$ cat src/design/assert_macros.svh
// Assertion macros included by the top-level design file.
`ifndef ASSERT_MACROS_SVH
`define ASSERT_MACROS_SVH

// Check a condition at every clock edge outside reset.
`define STLF_ASSERT_ALWAYS(lbl, cond) \
  lbl: assert property (@(posedge clk) disable iff (!rst_n) (cond)) \
    else $error("assertion failed");

// Check a consequence in the cycle after its cause.
`define STLF_ASSERT_NEXT(lbl, cause, effect) \
  lbl: assert property (@(posedge clk) disable iff (!rst_n) (cause) |=> (effect)) \
    else $error("assertion failed");

`endif

$ cat src/design/stlf_pkg.sv
// Package with constants and types of the shifted trace fit block.
`timescale 1ns / 1ps
package stlf_pkg;
  localparam int MAX_SAMPLES = 8192;
  localparam int ADDR_W      = $clog2(MAX_SAMPLES);
  localparam int CNT_W       = ADDR_W + 1;
  localparam int NORM_STEPS  = 15;

  localparam logic [16:0] ONE_Q15   = 17'd32768;
  localparam logic [20:0] SAT_RATIO = 21'd589824;
  localparam logic [19:0] SCORE_MIN = 20'h80000;

  localparam logic [1:0] ERR_OK     = 2'd0;
  localparam logic [1:0] ERR_SHORT  = 2'd1;
  localparam logic [1:0] ERR_PEAK   = 2'd2;
  localparam logic [1:0] ERR_ENERGY = 2'd3;

  localparam logic CFG_WINDOW = 1'b0;
  localparam logic CFG_LAG    = 1'b1;

  // Sample magnitude, 0..32768.
  typedef logic [16:0] mag_t;
endpackage

$ cat src/design/stlf_norm.sv
// Bit-serial normalizer: trunc(mag * 32768 / peak), saturated at 32768.
`timescale 1ns / 1ps
module stlf_norm (
  input  logic            clk,
  input  logic            rst_n,
  input  logic            start,
  input  stlf_pkg::mag_t  mag,
  input  stlf_pkg::mag_t  peak,
  output logic            done,
  output stlf_pkg::mag_t  quo
);
  logic        busy_r;
  logic        done_r;
  logic        sat_r;
  logic [3:0]  cnt_r;
  logic [15:0] rem_r;
  logic [14:0] q_r;
  logic [16:0] peak_r;
  logic [16:0] shl;
  logic        ge;

  // One restoring step: shift in a zero, subtract when it fits.
  assign shl = {rem_r, 1'b0};
  assign ge  = shl >= peak_r;

  // Control of the step counter.
  always_ff @(posedge clk) begin
    if (!rst_n) begin
      busy_r <= 1'b0;
      done_r <= 1'b0;
      cnt_r  <= '0;
    end else begin
      done_r <= 1'b0;
      if (start) begin
        busy_r <= 1'b1;
        cnt_r  <= '0;
      end else if (busy_r) begin
        cnt_r <= cnt_r + 4'd1;
        if (cnt_r == 4'(stlf_pkg::NORM_STEPS - 1)) begin
          busy_r <= 1'b0;
          done_r <= 1'b1;
        end
      end
    end
  end

  // Remainder and quotient.
  always_ff @(posedge clk) begin
    if (start) begin
      rem_r  <= mag[15:0];
      sat_r  <= mag >= peak;
      peak_r <= peak;
      q_r    <= '0;
    end else if (busy_r) begin
      rem_r <= ge ? 16'(shl - peak_r) : shl[15:0];
      q_r   <= {q_r[13:0], ge};
    end
  end

  assign done = done_r;
  assign quo  = sat_r ? stlf_pkg::ONE_Q15 : {2'b00, q_r};
endmodule

$ cat config.mk
export PLATFORM = sky130hd
export DESIGN_NAME = stlf_norm
export DESIGN_NICKNAME = d
export VERILOG_FILES = /design/src/design/assert_macros.svh /design/src/design/stlf_pkg.sv /design/src/design/stlf_norm.sv
export SDC_FILE = /design/constraint.sdc
export NUM_CORES = 1
export LEC_CHECK = 0
export BUFFER_PORTS_ARGS = -buffer_cell sky130_fd_sc_hd__buf_2
export CORE_MARGIN = 4
export CORE_UTILIZATION = 52
export CTS_BUF_LIST = sky130_fd_sc_hd__clkbuf_4 sky130_fd_sc_hd__clkbuf_8
export DETAILED_ROUTE_END_ITERATION = 10
export GPL_ROUTABILITY_DRIVEN = 0
export PLACE_DENSITY = 0.73
export SETUP_SLACK_MARGIN = 0.15
export SKIP_LAST_GASP = 1
export SYNTH_ARGS = -nofsm -noshare
export SYNTH_HDL_FRONTEND = slang
export SYNTH_SLANG_ARGS = --single-unit
export TNS_END_PERCENT = 10
$ cat constraint.sdc
create_clock -name clk -period 7.9 [get_ports clk]
set_clock_uncertainty 0.2 [all_clocks]
set_input_delay 0.79 -clock clk [delete_from_list [all_inputs] [get_ports clk]]
set_output_delay 0.79 -clock clk [all_outputs]
set_load 0.01 [all_outputs]
---- After elaboration in Yosys (flattened, before gate mapping) ----
Cells that the tools add are included.
Widths: inputs -> output; s select.
word-level totals
  register bits ........................... 55
  bits in latches ......................... 0
  memory bits (writable) .................. 0
  memory bits (read-only) ................. 0
  output and inout bits ................... 18
  memories ................................ 0
cells by class
  add/sub/neg operators ................... 2
  multiply operators ...................... 0
  div/mod/pow operators ................... 0
  magnitude comparators ................... 2
  eq/ne operators ......................... 1
  shifts and indexed selects .............. 0
  muxes and demuxes ....................... 8
  bitwise logic cells ..................... 2
  reductions and logical operators ........ 3
operators with widths
  cell                 count
  $mux 16              4
  $ge 17x17->1         2
  $sub 16x16->16       1
  $add 4x1->4 const B  1
  $eq 4x4->1 const B   1
  $mux 1               4
  $reduce_or 3->1      1
  $not 1->1            2
  $reduce_bool 2->1    1
  $reduce_or 2->1      1

---- Depth between registers and ports, before layout ----
  depth in word-level cells ............... 4
  depth in mapped cells ................... 12
  depth with buffers taken out ............ 9

---- Worst setup path after synthesis ----
No wires, ideal clock.
  path type ............................... flip-flop to flip-flop
  start point ............................. reg rem_r[0]
  end point ............................... reg rem_r[14] (data pin)
  library setup time ...................... 0.261 ns
  data arrival time ....................... 2.031 ns
  data required time ...................... 7.439 ns
  path slack .............................. 5.408 ns
  stages on the path, launching flop included .. 10
  path buffers ............................ 0
  period minus slack after synthesis ...... 2.492 ns
  cell sequence ........................... edfxtp_1 inv_1 fa_1 nand2b_1 a211oi_2 o311ai_2 a31oi_1 o21ai_0 nor4b_1 a221o_1
between the ends
  word-level cells in the longest chain between the ends .. 4
  elaborated cells between the ends (all ways) .. 5
  those cells by class .................... 1 x add/sub; 1 x order compare; 3 x mux
ends and longest elaborated chain
  what                                            line                              RTL
  start: declaration                              stlf_norm.sv:16                   logic [15:0] rem_r;
  start signal: assignment                        stlf_norm.sv:50                   rem_r <= mag[15:0];
  start signal: assignment                        stlf_norm.sv:55                   rem_r <= ge ? 16'(shl - peak_r) : shl[15:0];
  $sub 16x16->16 or $ge 17x17->1 (tied branches)  stlf_norm.sv:55, stlf_norm.sv:24
  $mux 16 *                                       stlf_norm.sv:55
  $mux 16 *                                       stlf_norm.sv:54                   end else if (busy_r) begin
  $mux 16 *                                       stlf_norm.sv:49                   if (start) begin
Mark *: on every way between the ends. The rest lies on a longest branch, timed or not. The select of a mux whose other input is x is not followed.
A chain may end at the register's enable or synchronous reset.

---- Worst setup path in the final report ----
  start point ............................. reg peak_r[1]
  end point ............................... reg rem_r[6] (data pin)
between the ends
  word-level cells in the longest chain between the ends .. 4
  elaborated cells between the ends (all ways) .. 5
  those cells by class .................... 1 x add/sub; 1 x order compare; 3 x mux
ends and longest elaborated chain
  what                                            line                              RTL
  start: declaration                              stlf_norm.sv:18                   logic [16:0] peak_r;
  start signal: assignment                        stlf_norm.sv:52                   peak_r <= peak;
  $sub 16x16->16 or $ge 17x17->1 (tied branches)  stlf_norm.sv:55, stlf_norm.sv:24
  $mux 16 *                                       stlf_norm.sv:55
  $mux 16 *                                       stlf_norm.sv:54
  $mux 16 *                                       stlf_norm.sv:49
Marks and branches as above.

==> reports/results.tsv <==
stage	metric	value	unit
outcome	status	finished clean	
layout	fin_nets	494	
cts	cts_resized	0	
cts	clk-insertion-delay-late	0.32	ns
synthesis	synthCells	377	
cts	post_cts_buffers	0	
setup_path	r2r_start	peak_r[1]	
setup_path	path_max_fanout	16	
cts	cts_max_path_buffers	2	
synthesis	synth-adder-area-share	12.7	%
setup_path	rr_worst_depth	10	
synthesis	synth_top_family_by_area	simple AND/OR/NAND/NOR gates	
layout	syn_to_final_growth	9.86	%
setup_path	slowest_delay	0.67	ns
setup_path	path_depth	10	
synthesis	synth-edff-count	34	
synthesis	yosys.area_share.simple	16.6	%
setup_path	crit_path_frequent_cell	ha_1	
die	die_h	92.4	um
synthesis	synth_top_area_share	27.6	%
synthesis	syn_avg_cell_area	9.82	um2
power	total_leakage_power	0.00181	uW
drt	vias_per_cell	5.33	
setup_path	crit_required	7.78	ns
synthesis	syn_nets	451	
setup_path	crit_buf_inv	2	
cts	holdBufCountCts	0	
placement	dp.cells	509	
die	die_w	92.4	um
layout	drive_gt1_share	20.0	%
power	powerDensity	206	mW/mm2
die	pin_count	55	
timing	setup_viol	0	
setup_path	startpoint_type	flop	
synthesis	ys_ff_latch	55	
timing	rsz0062_at_grt	no	
timing	slew_violations	0	
synthesis	synth_mux_area_share	4.63	%
cts	clkTransAtPathRegs	0.11	ns
drt	ant_nets	0	
layout	n_antenna_cell	0	
cts	cts_root_buffer	clkbuf_8	
synthesis	synthesis.area	0.00370	mm2
setup_path	cp.arrival	3.14	ns
timing	tightest_slew	1.11	ns
grt	grt_start_max_net_pins	78	
timing	timing.fmax	307	MHz
synthesis	synth_compound_area_share	16.3	%
setup_path	reg2reg_slack	4.64	ns
die	num_rows	30	
die	initial_core_util	53.9	%
synthesis	ys.flop_type	edfxtp_1	
placement	place_area	0.00397	mm2
placement	portBuffers	53	
grt	grt_first_pass_wirelength	12500	um
grt	grt_antenna_before_repair	0	
hold_path	hp-start	q_r[14]	
drt	wl_per_cell	14.4	um
timing	finalSetupTns	0	ns
drt	drt-total-wl	7440	um
setup_path	crit_chain	inv_1 > ha_1 > ha_1 > nand4_1 > nor2_1 > a211oi_1 > nor2b_2 > buf_4 > nor3_1 > a221o_1	
setup_path	end_kind	flop	
layout	fillers	607	
drt	first_pass_iters	4	
synthesis	yosys.area.top_type	edfxtp_1	
layout	final_cells	517	
synthesis	synth_area_leaders	edfxtp_1, ha_1, dfxtp_1	
hold_path	holdPathEnd	q_r[14]	
setup_path	cp_top_family	simple AND/OR/NAND/NOR gates	
setup_path	reg2reg_to	rem_r[6]	
setup_path	path_class	flop to flop	
grt	grt_pass1_vias	2748	
placement	post-place-ws	4.62	ns
cts	tritoncts	built	
setup_path	cpMaxStageDelayCell	nor2b_2	
cts	cts_inserted_buffers	5	
synthesis	ys_types	53	
synthesis	yosys_warnings	0	
die	die_area	0.00854	mm2
timing	period_share	41.3	%
grt	gr-usage-all-layers	18.1	%
placement	hpwl	5660	um
drt	drt_iter0_drc	126	
grt	grt_overflow	0	
synthesis	ys_seq_area_share	38.9	%
drt	remaining_drc_errors	0	
cts	cts.sinks	55	
drt	vias	2754	
synthesis	synth_xor_xnor_area_share	3.55	%
timing	fin_ws	4.64	ns
synthesis	async_reset_ff_share	0	%
hold_path	min_path_type	flop to flop	
power	ir_drop	0.117	mV
timing	post-route-min-period	3.26	ns
hold_path	holdPathStages	2	
timing	max-slew-margin-rel	25.8	%
layout	final_area	0.00407	mm2
timing	hold_viol_final	0	
cts	htreeDepth	2	
die	coreArea	0.00687	mm2
job	cap_violations	0	
## metrics by stage
stage | utilization, % | total power [uW] | hold WS [ns]
CTS | 59.2 | 844 | 0.314
global route | 59.2 | 895 | 0.348
detailed placement | 57.9 | 675 | 0.288
finish | 59.2 | 838 | 0.306
floorplan | - | 625 | 0.252
global placement | 57.9 | 666 | 0.266
## report_power, final
part	leakage, uW	switching, uW	internal (uW)	total (uW)
sequential	0.000510	19.1	340	359
combinational	0.00124	180	131	311
clock	0.0000510	103	66.2	169
total	0.00181	301	537	838
## cells in the mapped netlist (2+ instances only)
master     n
buf_4      3
nand3_1    5
nor3_1     5
o21ai_1    3
a31oi_1    3
ha_1      36
edfxtp_1  34
nor2b_1   23
nor4b_1    2
o311ai_2   6
xor2_1    10
nand3b_1   6
buf_6      4
a21oi_2    4
dfxtp_1   21
xnor2_1    5
a211oi_1   6
mux2i_1   16
o31ai_1    3
buf_1      2
nand4_1    9
clkbuf_1   8
nand2_1   19
inv_1     37
a221o_1    3
nand2b_1   9
o211ai_1   3
a21o_1     6
o21ai_0   11
a21oi_1   19
nor2_1    34
## layout make-up
class	instances	area [um2]	area share, %
tap	96	120	2.95
sequential	55	1440	35.4
timing repair buffer	55	280	6.89
multi-input combinational	266	1990	49.0
inverter	37	139	3.41
clock buffer	5	68.8	1.69
clock inverter	3	26.3	0.646
## per-layer routing
metal	track usage, %	vias up	part of all wire (%)
met5	0	-	0
met4	4.21	0	0.87
met3	2.76	5	3.0
met2	30.8	39	48
met1	24.2	1288	48
li1	-	1422	-
## kinds of logic (layout without fill, tap and decap cells)
family / after synthesis / in the layout
other cells: 1 / 1
simple gates: 118 / 118
flops: 55 / 55
buf+inv: 56 / 100
compound gates: 78 / 78
xor+xnor: 15 / 15
fa+ha+maj: 37 / 37
mux: 17 / 17
## flip-flops by register name, indices dropped and copies added, names as in the netlist
register / count
rem_r: 16
busy_r: 1
q_r: 15
cnt_r: 4
done: 1
peak_r: 17
sat_r: 1
## worst max-delay path by stage
stage                          from   endpoint
after CTS                 peak_r[1]   rem_r[1]
after global routing      peak_r[1]   rem_r[1]
final                     peak_r[1]   rem_r[6]
after detailed placement  peak_r[1]   rem_r[1]
after floorplan            rem_r[0]  rem_r[14]
after global placement     rem_r[7]   rem_r[6]
## placed cells by master (no fill, tap or decap), drive strengths merged, types with 2 or more instances in the layout
| cell | Yosys | routed |
|---|---|---|
| o31ai | 3 | 3 |
| ha | 36 | 36 |
| nand3b | 6 | 6 |
| o211ai | 4 | 4 |
| mux2i | 16 | 16 |
| buf | 11 | 55 |
| a21o | 6 | 6 |
| a21oi | 23 | 23 |
| nand2b | 9 | 9 |
| nor4b | 2 | 2 |
| o311ai | 6 | 6 |
| nand4 | 9 | 9 |
| nor2 | 34 | 34 |
| clkbuf | 8 | 5 |
| nand3 | 5 | 5 |
| a221o | 3 | 3 |
| inv | 37 | 40 |
| nor2b | 24 | 24 |
| xnor2 | 5 | 5 |
| a211oi | 7 | 7 |
| a31oi | 3 | 3 |
| dfxtp | 21 | 21 |
| edfxtp | 34 | 34 |
| o21ai | 14 | 14 |
| nand2 | 20 | 20 |
| nor3 | 6 | 6 |
| xor2 | 10 | 10 |
## worst reg2reg max path, delay by kind of cell, from the launching register on
kind | cells | cell delay, ns
buffers and inverters | 2 | 0.41
adder cells (fa/ha/maj) | 2 | 0.43
flip-flops | 1 | 0.43
AO/OA/AOI/OAI | 2 | 0.65
AND/OR/NAND/NOR | 4 | 0.90
Power figures use the tool's default switching activity.
